**src/hw/rtl/rcg_pkg.sv**
```systemverilog
// Shared types, constants and the link quota table of the run-type code generator.
package rcg_pkg;

  // Widths of the column, row and code fields.
  localparam int unsigned ColBits   = 16;
  localparam int unsigned RowBits   = 16;
  localparam int unsigned CodeBits  = 4;
  localparam int unsigned QuotaBits = 2;
  localparam int unsigned StateBits = 3;

  // Merge machine states.
  localparam logic [StateBits-1:0] StIdle     = 3'd0;
  localparam logic [StateBits-1:0] StPrevLead = 3'd1;
  localparam logic [StateBits-1:0] StCurrLead = 3'd2;
  localparam logic [StateBits-1:0] StInside   = 3'd3;
  localparam logic [StateBits-1:0] StPrevGap  = 3'd4;
  localparam logic [StateBits-1:0] StCurrGap  = 3'd5;
  localparam logic [StateBits-1:0] StLast     = StCurrGap;

  // Run-type direction codes; zero means that no code is emitted.
  localparam logic [CodeBits-1:0] CodeNone = 4'd0;
  localparam logic [CodeBits-1:0] CodeDir1 = 4'd1;
  localparam logic [CodeBits-1:0] CodeDir2 = 4'd2;
  localparam logic [CodeBits-1:0] CodeDir3 = 4'd3;
  localparam logic [CodeBits-1:0] CodeDir4 = 4'd4;
  localparam logic [CodeBits-1:0] CodeDir5 = 4'd5;
  localparam logic [CodeBits-1:0] CodeDir6 = 4'd6;
  localparam logic [CodeBits-1:0] CodeDir7 = 4'd7;
  localparam logic [CodeBits-1:0] CodeDir8 = 4'd8;
  localparam logic [CodeBits-1:0] CodeDir9 = 4'd9;
  localparam logic [CodeBits-1:0] CodeDir10 = 4'd10;

  // Outcome of one merge step.
  typedef struct packed {
    logic [CodeBits-1:0]  code;
    logic [ColBits-1:0]   x;
    logic                 adv_prev;
    logic                 adv_curr;
    logic                 done;
    logic [StateBits-1:0] next_state;
  } step_res_t;

  // Link quota of each direction code.
  function automatic logic [QuotaBits-1:0] quota_of(input logic [CodeBits-1:0] code);
    logic [QuotaBits-1:0] q;
    case (code)
      CodeDir1:  q = 2'd2;
      CodeDir2:  q = 2'd1;
      CodeDir3:  q = 2'd1;
      CodeDir4:  q = 2'd1;
      CodeDir6:  q = 2'd1;
      CodeDir7:  q = 2'd1;
      CodeDir8:  q = 2'd1;
      CodeDir9:  q = 2'd2;
      default:   q = 2'd0;
    endcase
    return q;
  endfunction

endpackage

```
**src/hw/rtl/rcg_merge_step.sv**
```systemverilog
// Combinational step of the six-state merge machine over two run-edge list heads.
module rcg_merge_step (
  input  logic [rcg_pkg::StateBits-1:0] state_i,
  input  logic [rcg_pkg::ColBits-1:0]   held_x_i,
  input  logic [rcg_pkg::ColBits-1:0]   prev_x_i,
  input  logic                          prev_end_i,
  input  logic [rcg_pkg::ColBits-1:0]   curr_x_i,
  input  logic                          curr_end_i,
  output rcg_pkg::step_res_t            res_o
);

  logic [rcg_pkg::ColBits:0] a_ext;
  logic [rcg_pkg::ColBits:0] b_ext;
  logic                      gt;
  logic                      lt;

  // An exhausted list reads as a column beyond every real one.
  assign a_ext = prev_end_i ? {1'b1, {rcg_pkg::ColBits{1'b0}}} : {1'b0, prev_x_i};
  assign b_ext = curr_end_i ? {1'b1, {rcg_pkg::ColBits{1'b0}}} : {1'b0, curr_x_i};
  assign gt    = a_ext > b_ext;
  assign lt    = a_ext < b_ext;

  // State transition, code choice and head consumption.
  always_comb begin
    res_o            = '0;
    res_o.code       = rcg_pkg::CodeNone;
    res_o.x          = held_x_i;
    res_o.next_state = rcg_pkg::StIdle;
    if (prev_end_i && curr_end_i) begin
      res_o.done = (state_i <= rcg_pkg::StLast);
    end else begin
      case (state_i)
        rcg_pkg::StIdle: begin
          if (gt) begin
            res_o.next_state = rcg_pkg::StCurrLead;
            res_o.x = curr_x_i; res_o.adv_curr = 1'b1;
          end else if (lt) begin
            res_o.next_state = rcg_pkg::StPrevLead;
            res_o.adv_prev = 1'b1;
          end else begin
            res_o.next_state = rcg_pkg::StInside; res_o.code = rcg_pkg::CodeDir2;
            res_o.x = curr_x_i; res_o.adv_prev = 1'b1; res_o.adv_curr = 1'b1;
          end
        end
        rcg_pkg::StPrevLead: begin
          if (gt) begin
            res_o.next_state = rcg_pkg::StInside; res_o.code = rcg_pkg::CodeDir4;
            res_o.x = curr_x_i; res_o.adv_curr = 1'b1;
          end else if (lt) begin
            res_o.next_state = rcg_pkg::StIdle; res_o.code = rcg_pkg::CodeDir5;
            res_o.x = prev_x_i; res_o.adv_prev = 1'b1;
          end else begin
            res_o.next_state = rcg_pkg::StPrevGap; res_o.code = rcg_pkg::CodeDir4;
            res_o.x = prev_x_i; res_o.adv_prev = 1'b1; res_o.adv_curr = 1'b1;
          end
        end
        rcg_pkg::StCurrLead: begin
          if (gt) begin
            res_o.next_state = rcg_pkg::StIdle; res_o.code = rcg_pkg::CodeDir1;
            res_o.adv_curr = 1'b1;
          end else if (lt) begin
            res_o.next_state = rcg_pkg::StInside; res_o.code = rcg_pkg::CodeDir3;
            res_o.adv_prev = 1'b1;
          end else begin
            res_o.next_state = rcg_pkg::StCurrGap; res_o.code = rcg_pkg::CodeDir3;
            res_o.adv_prev = 1'b1; res_o.adv_curr = 1'b1;
          end
        end
        rcg_pkg::StInside: begin
          if (gt) begin
            res_o.next_state = rcg_pkg::StCurrGap; res_o.adv_curr = 1'b1;
          end else if (lt) begin
            res_o.next_state = rcg_pkg::StPrevGap;
            res_o.x = prev_x_i; res_o.adv_prev = 1'b1;
          end else begin
            res_o.next_state = rcg_pkg::StIdle; res_o.code = rcg_pkg::CodeDir6;
            res_o.adv_prev = 1'b1; res_o.adv_curr = 1'b1;
          end
        end
        rcg_pkg::StPrevGap: begin
          if (gt) begin
            res_o.next_state = rcg_pkg::StIdle; res_o.code = rcg_pkg::CodeDir8;
            res_o.adv_curr = 1'b1;
          end else if (lt) begin
            res_o.next_state = rcg_pkg::StInside; res_o.code = rcg_pkg::CodeDir10;
            res_o.adv_prev = 1'b1;
          end else begin
            res_o.next_state = rcg_pkg::StCurrGap; res_o.code = rcg_pkg::CodeDir10;
            res_o.adv_prev = 1'b1; res_o.adv_curr = 1'b1;
          end
        end
        rcg_pkg::StCurrGap: begin
          if (gt) begin
            res_o.next_state = rcg_pkg::StInside; res_o.code = rcg_pkg::CodeDir9;
            res_o.x = curr_x_i; res_o.adv_curr = 1'b1;
          end else if (lt) begin
            res_o.next_state = rcg_pkg::StIdle; res_o.code = rcg_pkg::CodeDir7;
            res_o.x = prev_x_i; res_o.adv_prev = 1'b1;
          end else begin
            res_o.next_state = rcg_pkg::StPrevGap; res_o.code = rcg_pkg::CodeDir9;
            res_o.x = prev_x_i; res_o.adv_prev = 1'b1; res_o.adv_curr = 1'b1;
          end
        end
        default: begin
          res_o.next_state = rcg_pkg::StIdle;
        end
      endcase
    end
  end

endmodule

```
**src/hw/rtl/run_edge_rd_code_generator_top.sv**
```systemverilog
// Top level of the run-type direction code generator: input register, merge step, result register.
//
// The block walks the previous and current rows' run-edge lists one pair of heads per transfer
// and returns exactly one result per input transfer, in order. Throughput is one item per clock
// cycle while out_ready_i is held high; a low out_ready_i stalls it. Each item is captured in
// the input register, passes the merge step and is captured in the result register. The merge
// state and held column advance as an item moves from the input register to the result
// register, so consecutive items see each other's effect without bubbles. Row-done is raised
// when both heads are exhausted; the half-pixel offset of code_x_o is left to the consumer.
module run_edge_rd_code_generator_top (
  input  logic                          clk_i,
  input  logic                          rst_ni,
  input  logic                          in_valid_i,
  output logic                          in_ready_o,
  input  logic [rcg_pkg::ColBits-1:0]   prev_x_i,
  input  logic                          prev_end_i,
  input  logic [rcg_pkg::ColBits-1:0]   curr_x_i,
  input  logic                          curr_end_i,
  input  logic [rcg_pkg::RowBits-1:0]   row_i,
  output logic                          out_valid_o,
  input  logic                          out_ready_i,
  output logic [rcg_pkg::CodeBits-1:0]  code_o,
  output logic [rcg_pkg::ColBits-1:0]   code_x_o,
  output logic [rcg_pkg::RowBits-1:0]   code_row_o,
  output logic [rcg_pkg::QuotaBits-1:0] quota_o,
  output logic                          advance_prev_o,
  output logic                          advance_curr_o,
  output logic                          row_done_o
);

  // Input register.
  logic                          in_valid_q;
  logic [rcg_pkg::ColBits-1:0]   prev_x_q;
  logic                          prev_end_q;
  logic [rcg_pkg::ColBits-1:0]   curr_x_q;
  logic                          curr_end_q;
  logic [rcg_pkg::RowBits-1:0]   row_q;

  // Machine state.
  logic [rcg_pkg::StateBits-1:0] state_q;
  logic [rcg_pkg::ColBits-1:0]   held_x_q;

  // Result register.
  logic                          out_valid_q;
  logic [rcg_pkg::CodeBits-1:0]  code_q;
  logic [rcg_pkg::ColBits-1:0]   code_x_q;
  logic [rcg_pkg::RowBits-1:0]   code_row_q;
  logic [rcg_pkg::QuotaBits-1:0] quota_q;
  logic                          adv_prev_q;
  logic                          adv_curr_q;
  logic                          done_q;

  rcg_pkg::step_res_t            step_res;
  logic                          out_free;
  logic                          step_go;
  logic                          in_xfer;

  // Handshake: the result register frees when empty or taken, the input register follows.
  assign out_free   = !out_valid_q || out_ready_i;
  assign step_go    = in_valid_q && out_free;
  assign in_ready_o = !in_valid_q || step_go;
  assign in_xfer    = in_valid_i && in_ready_o;

  rcg_merge_step u_step (
    .state_i    (state_q),
    .held_x_i   (held_x_q),
    .prev_x_i   (prev_x_q),
    .prev_end_i (prev_end_q),
    .curr_x_i   (curr_x_q),
    .curr_end_i (curr_end_q),
    .res_o      (step_res)
  );

  // Control registers.
  always_ff @(posedge clk_i or negedge rst_ni) begin
    if (!rst_ni) begin
      in_valid_q  <= 1'b0;
      out_valid_q <= 1'b0;
      state_q     <= rcg_pkg::StIdle;
      held_x_q    <= '0;
    end else begin
      if (in_xfer) begin
        in_valid_q <= 1'b1;
      end else if (step_go) begin
        in_valid_q <= 1'b0;
      end
      if (step_go) begin
        out_valid_q <= 1'b1;
        state_q     <= step_res.next_state;
        held_x_q    <= step_res.x;
      end else if (out_ready_i) begin
        out_valid_q <= 1'b0;
      end
    end
  end

  // Input payload capture.
  always_ff @(posedge clk_i) begin
    if (in_xfer) begin
      prev_x_q   <= prev_x_i;
      prev_end_q <= prev_end_i;
      curr_x_q   <= curr_x_i;
      curr_end_q <= curr_end_i;
      row_q      <= row_i;
    end
  end

  // Result payload capture.
  always_ff @(posedge clk_i) begin
    if (step_go) begin
      code_q     <= step_res.code;
      code_x_q   <= step_res.x;
      code_row_q <= (step_res.code != rcg_pkg::CodeNone) ? row_q : '0;
      quota_q    <= rcg_pkg::quota_of(step_res.code);
      adv_prev_q <= step_res.adv_prev;
      adv_curr_q <= step_res.adv_curr;
      done_q     <= step_res.done;
    end
  end

  assign out_valid_o    = out_valid_q;
  assign code_o         = code_q;
  assign code_x_o       = code_x_q;
  assign code_row_o     = code_row_q;
  assign quota_o        = quota_q;
  assign advance_prev_o = adv_prev_q;
  assign advance_curr_o = adv_curr_q;
  assign row_done_o     = done_q;

`ifndef SYNTHESIS
  // The machine never leaves its six defined states.
  a_state_legal: assert property (@(posedge clk_i) disable iff (!rst_ni)
    state_q <= rcg_pkg::StLast)
    else $error("merge state left the defined range");

  // A finished row emits no code and consumes no head.
  a_done_quiet: assert property (@(posedge clk_i) disable iff (!rst_ni)
    out_valid_o && row_done_o |->
      code_o == rcg_pkg::CodeNone && !advance_prev_o && !advance_curr_o)
    else $error("row done together with a code or an advance");

  // A finished row returns the machine to its idle state.
  a_done_idle: assert property (@(posedge clk_i) disable iff (!rst_ni)
    step_go && step_res.done |=> state_q == rcg_pkg::StIdle)
    else $error("row done without return to idle");

  // A step that is not a finished row always consumes at least one head.
  a_progress: assert property (@(posedge clk_i) disable iff (!rst_ni)
    step_go && !(prev_end_q && curr_end_q) && state_q <= rcg_pkg::StLast |=>
      advance_prev_o || advance_curr_o)
    else $error("merge step consumed no head");

  // No code carries no row and no quota.
  a_no_code: assert property (@(posedge clk_i) disable iff (!rst_ni)
    out_valid_o && code_o == rcg_pkg::CodeNone |-> code_row_o == '0 && quota_o == '0)
    else $error("row or quota given without a code");
`endif

endmodule
```
**config.mk**
```make
export PLATFORM = sky130hd
export DESIGN_NAME = run_edge_rd_code_generator_top
export DESIGN_NICKNAME = d
export VERILOG_FILES = /design/src/hw/rtl/rcg_pkg.sv /design/src/hw/rtl/rcg_merge_step.sv /design/src/hw/rtl/run_edge_rd_code_generator_top.sv
export SDC_FILE = /design/constraint.sdc
export NUM_CORES = 1
export LEC_CHECK = 0
export ABC_AREA = 1
export BUFFER_PORTS_ARGS = -buffer_cell sky130_fd_sc_hd__buf_2
export CAP_MARGIN = 5
export CORE_ASPECT_RATIO = 1.2
export CORE_MARGIN = 8
export CORE_UTILIZATION = 55
export CTS_CLUSTER_DIAMETER = 150
export DETAILED_ROUTE_END_ITERATION = 8
export GPL_TIMING_DRIVEN = 0
export PLACE_DENSITY_LB_ADDON = 0.1
export RECOVER_POWER = 50
export SETUP_SLACK_MARGIN = 0.3
export SLEW_MARGIN = 20
export SYNTH_ARGS = -nofsm -noshare
export SYNTH_HDL_FRONTEND = slang
export SYNTH_SLANG_ARGS = --single-unit
```
**constraint.sdc**
```tcl
create_clock -name clk_i -period 3.35 [get_ports clk_i]
set_clock_uncertainty 0.1 [all_clocks]
set_input_delay 0.67 -clock clk_i [delete_from_list [all_inputs] [get_ports clk_i]]
set_output_delay 0.67 -clock clk_i [all_outputs]
set_load 0.01 [all_outputs]
```
## Yosys cells after proc, flatten, opt, wreduce, memory -nomap -nowiden

Memory sizes are Yosys's and may differ from the RTL's. A register that Yosys moved wholly into a read port is not among the register bits.
Cells that the tools add are included.

- Order comparisons: 3
- Equal/unequal tests: 5
- Mux-type cells: 37
- Reductions and logical operators: 14

Operators by type and width:

| operator | count |
|---|---|
| case mux 16 bit (4 select lines) | 1 |
| two-way mux 17 bit | 3 |
| two-way mux 21 bit | 2 |
| two-way mux 18 bit | 2 |
| two-way mux 16 bit | 2 |
| two-way mux 3 bit | 9 |
| case mux 4 bit (6 select lines) | 1 |
| two-way mux 22 bit | 1 |
| two-way mux 20 bit | 1 |
| > comparator 17 bit | 1 |
| less-than comparator 17 bit | 1 |
| case mux 3 bit (4 select lines) | 1 |
| two-way mux 1 bit | 9 |
| two-way mux 2 bit | 4 |
| case mux 2 bit (4 select lines) | 1 |
| equality test 3 x 2 -> 1 bit (second input constant) | 2 |
| equality test 3 bit (second input constant) | 2 |
| nonzero test 2 bit | 2 |
| nonzero test 4 bit | 1 |
| OR reduction 2 bit | 2 |
| equality test 3 x 1 -> 1 bit (second input constant) | 1 |
| <= comparator 3 bit (second input constant) | 1 |
| logical AND 1 bit | 3 |
| zero test 3 bit | 1 |
| other kinds (3) | 5 |

- Register bits: 110
- ROM bits: 32
- Input bits: 54
- Memories kept: 1

Memories:

| memory | words | width | rd ports | clocked after Yosys merged registers in | write ports | RTL line | RTL |
|---|---|---|---|---|---|---|---|
| (name not given) | 16 | 2 | 1 | 1 | 0 | rcg_pkg.sv:46 | `case (code)` |

## Depth between registers and ports, before layout

Gate-level depths: netlist of run 1.

- Word-level depth: 7
- Gate-level depth with buffers: 20
- Gate-level depth less buffers: 18

## Hierarchy

Synthesis of run 1 repeated with hierarchy kept, for this count alone.

- Cell total of the unflattened synthesis: 517
- Area total of the unflattened synthesis: 5,323.9 sq um

By module, submodules not included:

| module | instances | cells each | area each (sq um) | sequential area each (sq um) |
|---|---|---|---|---|
| run_edge_rd_code_generator_top | 1 | 211 | 3,764.9 | 3,258.1 |
| rcg_merge_step | 1 | 306 | 1,559.0 | 0.0 |

## Worst setup path after synthesis of run 1

No wires, ideal clock.

- Path kind: register to register
- From: register curr_end_q
- To: register code_row_q (netlist bit code_row_o[0]), data pin
- Setup time: 252 ps
- Arrival time: 2,456 ps
- Required time: 2,998 ps
- Slack: 542 ps
- Cell stages (with the launch flop): 20
- Buffers on the path: 2
- Cell sequence: edfxtp_1 inv_1 buf_1 nand2_1 ha_1 nand2_1 inv_1 nand2_1 nand2_1 nand2_1 nand2_1 nor2_8 nand2_8 inv_2 nand2_1 nand3_1 nand2_1 nor2_4 buf_6 nor2_2

- Longest elaborated chain between the ends: 7
- Elaborated cells between the ends (all ways): 17
- Classes of those cells: order compare: 2; mux: 13; reduce/logical: 2

Ends and longest elaborated chain:

| element | RTL line | RTL |
|---|---|---|
| from (decl) | run_edge_rd_code_generator_top.sv:36 | `logic curr_end_q;` |
| from (signal assigned) | run_edge_rd_code_generator_top.sv:103 | `curr_end_q <= curr_end_i;` |
| two-way mux 17 bit | rcg_merge_step.sv:19 | `assign b_ext = curr_end_i ? {1'b1, {rcg_pkg::ColBits{1'b0}}} : {1'b0, curr_x_i};` |
| less-than comparator 17 bit | rcg_merge_step.sv:21 | `assign lt = a_ext < b_ext;` |
| two-way mux 18 bit, or another cell as far along | rcg_merge_step.sv:49 | `end else if (lt) begin` |
| two-way mux 17 bit, or another cell as far along | rcg_merge_step.sv:46 | `if (gt) begin` |
| case mux 4 bit (6 select lines) | rcg_merge_step.sv:32 | `case (state_i)` |
| two-way mux 22 bit * | rcg_merge_step.sv:29 | `if (prev_end_i && curr_end_i) begin` |
| nonzero test 4 bit * | run_edge_rd_code_generator_top.sv:113 | `code_row_q <= (step_res.code != rcg_pkg::CodeNone) ? row_q : '0;` |
| to (signal assigned) | run_edge_rd_code_generator_top.sv:113 |  |
| to (decl) | run_edge_rd_code_generator_top.sv:47 | `logic [rcg_pkg::RowBits-1:0] code_row_q;` |

Every way passes the cells marked *; elsewhere a longest branch is shown, timed or not.
A chain may end at the register's enable or synchronous reset.

## Worst setup path in the final report of run 1

- From: register prev_end_q
- To: register code_row_q (netlist bit code_row_o[5]), data pin

- Longest elaborated chain between the ends: 7
- Elaborated cells between the ends (all ways): 17
- Classes of those cells: order compare: 2; mux: 13; reduce/logical: 2

Ends and longest elaborated chain:

| element | RTL line | RTL |
|---|---|---|
| from (decl) | run_edge_rd_code_generator_top.sv:34 | `logic prev_end_q;` |
| from (signal assigned) | run_edge_rd_code_generator_top.sv:101 | `prev_end_q <= prev_end_i;` |
| two-way mux 17 bit | rcg_merge_step.sv:18 | `assign a_ext = prev_end_i ? {1'b1, {rcg_pkg::ColBits{1'b0}}} : {1'b0, prev_x_i};` |
| less-than comparator 17 bit | rcg_merge_step.sv:21 |  |
| two-way mux 18 bit, or another cell as far along | rcg_merge_step.sv:49 |  |
| two-way mux 17 bit, or another cell as far along | rcg_merge_step.sv:46 |  |
| case mux 4 bit (6 select lines) | rcg_merge_step.sv:32 |  |
| two-way mux 22 bit * | rcg_merge_step.sv:29 |  |
| nonzero test 4 bit * | run_edge_rd_code_generator_top.sv:113 |  |

Marks and branches as above.

==> results_dict.tcl, run 1 <==
set metrics [dict create \
    core_region_area_sq_mm 0.0104 \
    stdcell_count 914 \
    start_util_pct 55.9 \
    drtIter0Drc 384 \
    dp_cells 883 \
    rsz0062_at_grt "false" \
    clock_power_share_pct 19.9 \
    n_antenna_cell 0 \
    cp-start-kind "flip-flop" \
    synth-edff-count 91 \
    grt_use_total_pct 19.6 \
    h-tree-depth 3 \
    cts_tree "yes" \
    finalSetupViolations 0 \
    grt_pass1_vias 4521 \
    worstHoldPathCells 1 \
    status "complete, no violations" \
    max_slew_margin_pct 14.8 \
    switchingPower_mw 2.11 \
    nets 852 \
    finalCritPeriodShare_pct 91.6 \
    worstMarginPinSlew_ns 1.28 \
    clockBufferDepth 2 \
    critical_path.cell_chain "clkbuf_1, buf_4, or2_2, ha_1, nor2_2, nand3_2, nor2_4, nor2_8, buf_4, nand4_1, nand3_1, nand2_2, nand2_2, nor2_4, clkbuf_16, nor2_2" \
    fillCellCount 859 \
    drc_errors 0 \
    p_comb_share_pct 41.5 \
    cts_sinks 112 \
    antenna_found_initial 0 \
    grt_pass1_wl_um 21600 \
    hpwl_um 10200 \
    die_x_um 110 \
    ant_nets 0 \
    place_congestion 0.886 \
    p_leak_nw 3.35 \
    max_freq_mhz 326 \
    drive_gt1_share_pct 18.9 \
    wl_per_cell_um 15.2 \
    die_area_sq_mm 0.0141 \
    insertion_delay_ns 0.36 \
    ys_types 31 \
    startpoint "prev_end_q" \
    final_cell_mix "nand2_1, nand3_1, inv_1" \
    path_max_fanout 7 \
    maxCapViolCount 0 \
    p_sw_share_pct 38.9 \
    min_period_ns 3.07 \
    clk_pin_slew_ns 0.08 \
    syn_area_per_cell_sq_um 8.86 \
    clockRootBuffer "clkbuf_16" \
    viasPerCell 5.15 \
    hold_path_startpoint "prev_end_i" \
    timing.final.ws_setup_ns 0.283 \
    ys_ff_latch 112 \
    r2r-start "prev_end_q" \
    hold_end "prev_end_q" \
    final_common_cell "nand2_1" \
    crit_path_end_kind "flip-flop" \
    num_vias 4709 \
    num_rows 41 \
    synth_nets 729 \
    wirelength_um 13900 \
    arrival_ns 3.09 \
    ios 97 \
    fp.dieH_um 129 \
    slew_viol_final 0 \
    syn_area_sq_mm 0.00582 \
    rr_worst_depth 16 \
    cp_slowest_cell "edfxtp_1" \
    numCtsBuffers 9 \
    hold_violations 0 \
    yosys_warnings 0 \
    cp.required_ns 3.37 \
    grt_max_degree 51 \
    ff2ff_setup_slack_ns 0.28 \
    slowest_delay_ns 0.39 \
    synth_ff_type "edfxtp_1" \
    async_reset_ff_share_pct 18.8 \
    power_density_mw_per_mm2 777 \
    syn_inst 657 \
    intPower_mw 3.31 \
    seqPwrFrac_pct 38.5 \
    place_ws_ns -0.124 \
    dr.pass1.iters 5 \
    hold_buffers 0 \
    hold_class "input port to flip-flop" \
    ir_worst_vdd_v 0.000313 \
    timing.rr.end "code_row_o[5]" \
    worstSetupPathType "flip-flop to flip-flop" \
    gr-total-overflow 0 \
    area_growth_pct 19.6 \
    numPortBuffers 96 \
    seq_area_frac_synth_pct 56.0 \
]
## worst max-delay path by stage
stage	endpoint	slack, ns	cells past startpoint
6_report	code_row_o[5]	0.28	16
5_1_grt	code_row_o[5]	0.18	16
4_1_cts	code_x_o[8]	0.31	19
3_5_place_dp	code_x_o[7]	-0.12	15
3_3_place_gp	code_x_o[0]	-0.03	6
2_1_floorplan	code_row_o[0]	0.54	19
## routing by layer
metal	share of wire (%)	routed length, um	global-route usage, %	up-vias
met5	0	0	0	-
met4	2.6	355	7.56	0
met3	7.0	964	3.95	25
met2	49	6750	32.4	178
met1	42	5780	24.5	2141
li1	-	-	-	2365
## flip-flops by register name, indices dropped and copies added (netlist names), 2 cells and up
| register | flops |
|---|---|
| code_x_o | 16 |
| code_o | 4 |
| prev_x_q | 16 |
| held_x_q | 16 |
| curr_x_q | 16 |
| row_q | 16 |
| state_q | 3 |
| quota_o | 2 |
| code_row_o | 16 |
## power groups by stage
| stage | Combinational [mW] | Sequential, mW | Clock, mW |
|---|---|---|---|
| floorplan | 1.38 | 2.19 | 0 |
| global placement | 2.02 | 2.11 | 0 |
| detailed placement | 2.09 | 2.11 | 0 |
| CTS | 2.15 | 2.08 | 1.10 |
| global route | 2.52 | 2.12 | 1.15 |
| finish | 2.25 | 2.09 | 1.08 |
## Yosys cell counts, types with 2 or more instances
library cell | instances | share of area (%)
nand4_1 | 3 | 0.32
nor2_1 | 45 | 2.9
nand2_2 | 3 | 0.32
or2_2 | 4 | 0.43
nand2_1 | 175 | 11
a21oi_1 | 4 | 0.34
buf_1 | 2 | 0.13
ha_1 | 18 | 3.9
clkbuf_1 | 9 | 0.58
nand3_2 | 3 | 0.52
edfxtp_1 | 91 | 47
inv_1 | 106 | 6.8
nor2_4 | 2 | 0.39
and2_1 | 12 | 1.3
dfrtp_1 | 21 | 9.0
buf_4 | 2 | 0.26
nand3_1 | 115 | 9.9
nor3_1 | 4 | 0.34
inv_2 | 2 | 0.13
buf_2 | 10 | 0.86
o21ai_0 | 5 | 0.43
nor2_2 | 12 | 1.3
## cell families (layout without fill, tap and decap cells)
| group | count (synthesis) | in the layout | synth area share [%] |
|---|---|---|---|
| adder cells (fa/ha/maj) | 18 | 18 | 3.87 |
| buffers and inverters | 133 | 261 | 9.05 |
| AND/OR/NAND/NOR | 381 | 381 | 29.9 |
| AO/OA/AOI/OAI | 13 | 13 | 1.27 |
| flip-flops | 112 | 112 | 56.0 |
## through the flow
step / cell area [sq um] / hold WS (ns) / TNS (ns) / power [mW] / utilization (%)
after floorplan: 5820 / 0.274 / 0 / 3.57 / -
after global placement: 6460 / 0.362 / -1.27 / 4.12 / 62.1
after detailed placement: 6490 / 0.369 / -1.04 / 4.20 / 62.3
after CTS: 6860 / 0.212 / 0 / 5.33 / 65.9
after global routing: 6970 / 0.365 / 0 / 5.80 / 66.9
final: 6970 / 0.381 / 0 / 5.41 / 66.9
## worst max-delay path: cells and delay by family (launching register included)
kind	cells	cell delay, ns
adders and majority gates	1	0.21
buffers and inverters	4	0.77
DFF	1	0.39
and+or+nand+nor	11	1.36
## timing repair
item                       CTS  global route
setup endpoints to repair   54            50
setup buffers                5             8
cloned                       0             2
resized for setup            9            27
pin swaps                    2             8
## cell type report
class / instances / area [sq um] / share of cell area [%]
plain buffers: 24 / 153 / 2.19
clock buffers: 9 / 225 / 3.23
clock inverters: 7 / 81.3 / 1.17
inverters: 109 / 409 / 5.87
multi-input cells: 412 / 2110 / 30.4
flip-flops and latches: 112 / 3260 / 46.8
well taps: 129 / 161 / 2.32
repair buffers: 112 / 564 / 8.10
Power figures use the tool's default switching activity.
==> inputs of run 2 (changes only) <==
BUFFER_PORTS_ARGS = -buffer_cell sky130_fd_sc_hd__clkbuf_2   (was -buffer_cell sky130_fd_sc_hd__buf_2)
==> results_dict.tcl, run 2 (same netlist as run 1, synthesis figures left out) <==
set metrics [dict create \
    numCtsBuffers 9 \
    final_cell_mix "nand2_1, nand3_1, inv_1" \
    startpoint "prev_end_q" \
    hold_path_startpoint "prev_x_i[11]" \
    timing.rr.end "code_row_o[6]" \
    n_antenna_cell 0 \
    min_period_ns 2.97 \
    drtIter0Drc 425 \
    die_x_um 110 \
    intPower_mw 3.39 \
    hold_violations 0 \
    die_area_sq_mm 0.0141 \
    clockBufferDepth 2 \
    maxCapViolCount 0 \
    status "complete, no violations" \
    numPortBuffers 96 \
    fillCellCount 843 \
    hold_class "input port to flip-flop" \
    critPathCapture "code_row_o[6]" \
    grt_pass1_wl_um 22000 \
    hold_buffers 0 \
    place_congestion 0.893 \
    rsz0062_at_grt "false" \
    seqPwrFrac_pct 38.1 \
    h-tree-depth 3 \
    r2r-start "prev_end_q" \
    wirelength_um 14400 \
    cts_tree "yes" \
    drc_errors 0 \
    nets 854 \
    num_vias 4793 \
    switchingPower_mw 2.10 \
    max_freq_mhz 336 \
    final_common_cell "nand2_1" \
    clk_pin_slew_ns 0.07 \
    stdcell_count 916 \
    insertion_delay_ns 0.36 \
    worstMarginPinSlew_ns 1.33 \
    p_sw_share_pct 38.3 \
    crit_path_end_kind "flip-flop" \
    cts_sinks 112 \
    drt-met1-wl_um 5880 \
    finalSetupViolations 0 \
    wl_met3_um 1070 \
    wl_met2_um 6990 \
    num_rows 41 \
    p_leak_nw 3.42 \
    clock_power_share_pct 19.9 \
    max_slew_margin_pct 11.4 \
    gr-total-overflow 0 \
    path_max_fanout 8 \
    ir_worst_vdd_v 0.000300 \
    grt_use_total_pct 20.1 \
    highest_layer "met4" \
    rr_worst_depth 16 \
    dpl_cell_area_sq_mm 0.00651 \
    power_density_mw_per_mm2 772 \
    ff2ff_setup_slack_ns 0.38 \
    fp.dieH_um 129 \
    cp.required_ns 3.37 \
    start_util_pct 55.9 \
    arrival_ns 3.00 \
    ant_nets 0 \
    grt_max_degree 35 \
    ios 97 \
    clockRootBuffer "clkbuf_16" \
    cp-start-kind "flip-flop" \
    wl_per_cell_um 15.7 \
    antenna_found_initial 0 \
    dr.pass1.iters 6 \
    drive_gt1_share_pct 21.3 \
    worstSetupPathType "flip-flop to flip-flop" \
    hpwl_um 10300 \
    core_region_area_sq_mm 0.0104 \
    fin_setup_tns_ns 0 \
    multi_input_area_sq_mm 0.00222 \
    dp_cells 884 \
    seqCellArea_sq_mm 0.00326 \
    p_comb_share_pct 42.1 \
    grt_pass1_vias 4564 \
    viasPerCell 5.23 \
    final_area_sq_mm 0.00711 \
    slew_viol_final 0 \
    area_growth_pct 22.0 \
    finalCritPeriodShare_pct 88.8 \
]
## run 2: cell types whose count changed in the layout (fill, tap and decap cells not counted), sizes merged
cell | before | now
clkbuf | 65 | 115
bufinv | 0 | 1
nand2 | 179 | 181
inv | 112 | 111
buf | 80 | 30
## run 2: cell type report
type | instances | area share, %
timing repair buffer | 112 | 8.58
clock inverter | 7 | 1.11
sequential | 112 | 45.9
inverter | 109 | 5.79
multi-input combinational | 414 | 31.2
tap | 129 | 2.27
clock buffer | 9 | 3.17
buffer | 24 | 1.99
## run 2: power by group through the flow
stage	registers (mW)	logic [mW]	clock network [mW]
CTS	2.09	2.12	1.11
floorplan	2.19	1.38	0
global route	2.12	2.60	1.16
global placement	2.12	2.02	0
finish	2.09	2.31	1.09
detailed placement	2.12	2.10	0
## run 2: repair_timing
item                                    4_1_cts  5_1_grt
setup buffers                                 2        9
cloned                                        0        5
pin swaps                                     1       14
endpoints found under the setup margin       54       49
gates resized for setup                       7       47
## run 2: worst min-delay path by stage
stage	end	cells past startpoint
final	prev_x_q[11]	1
after global routing	row_q[3]	1
after CTS	held_x_q[1]	1
after detailed placement	held_x_q[8]	2
after global placement	held_x_q[7]	2
after floorplan	held_x_q[0]	0
## run 2: routing by layer
metal	vias up	global-route usage, %
li1	2360	-
met4	0	9.24
met3	26	3.95
met1	2202	25.5
met5	-	0
met2	205	32.3
## run 2: worst max-delay path: stages, from the launching register on
cell and delay, ns:
edfxtp_1 0.52, buf_6 0.20, nor2_2 0.10, ha_1 0.24, nand2_2 0.09, a21oi_1 0.05, nor2_1 0.17, nand2_2 0.13
nor2_8 0.22, nand2_8 0.11, nand3_4 0.08, nand2_1 0.06, nand2_2 0.07, nand3_2 0.09, nor2_4 0.25, clkbuf_16 0.21
nor2_2 0.04
## run 2: per-stage QoR
stage	util [%]	worst slack (ns)	total power [mW]	hold WS [ns]
after floorplan	-	0.542	3.57	0.274
after global placement	62.1	-0.0286	4.13	0.362
after detailed placement	62.5	-0.0987	4.22	0.365
after CTS	65.7	0.309	5.32	0.214
after global routing	68.2	0.244	5.88	0.371
final	68.2	0.376	5.49	0.380
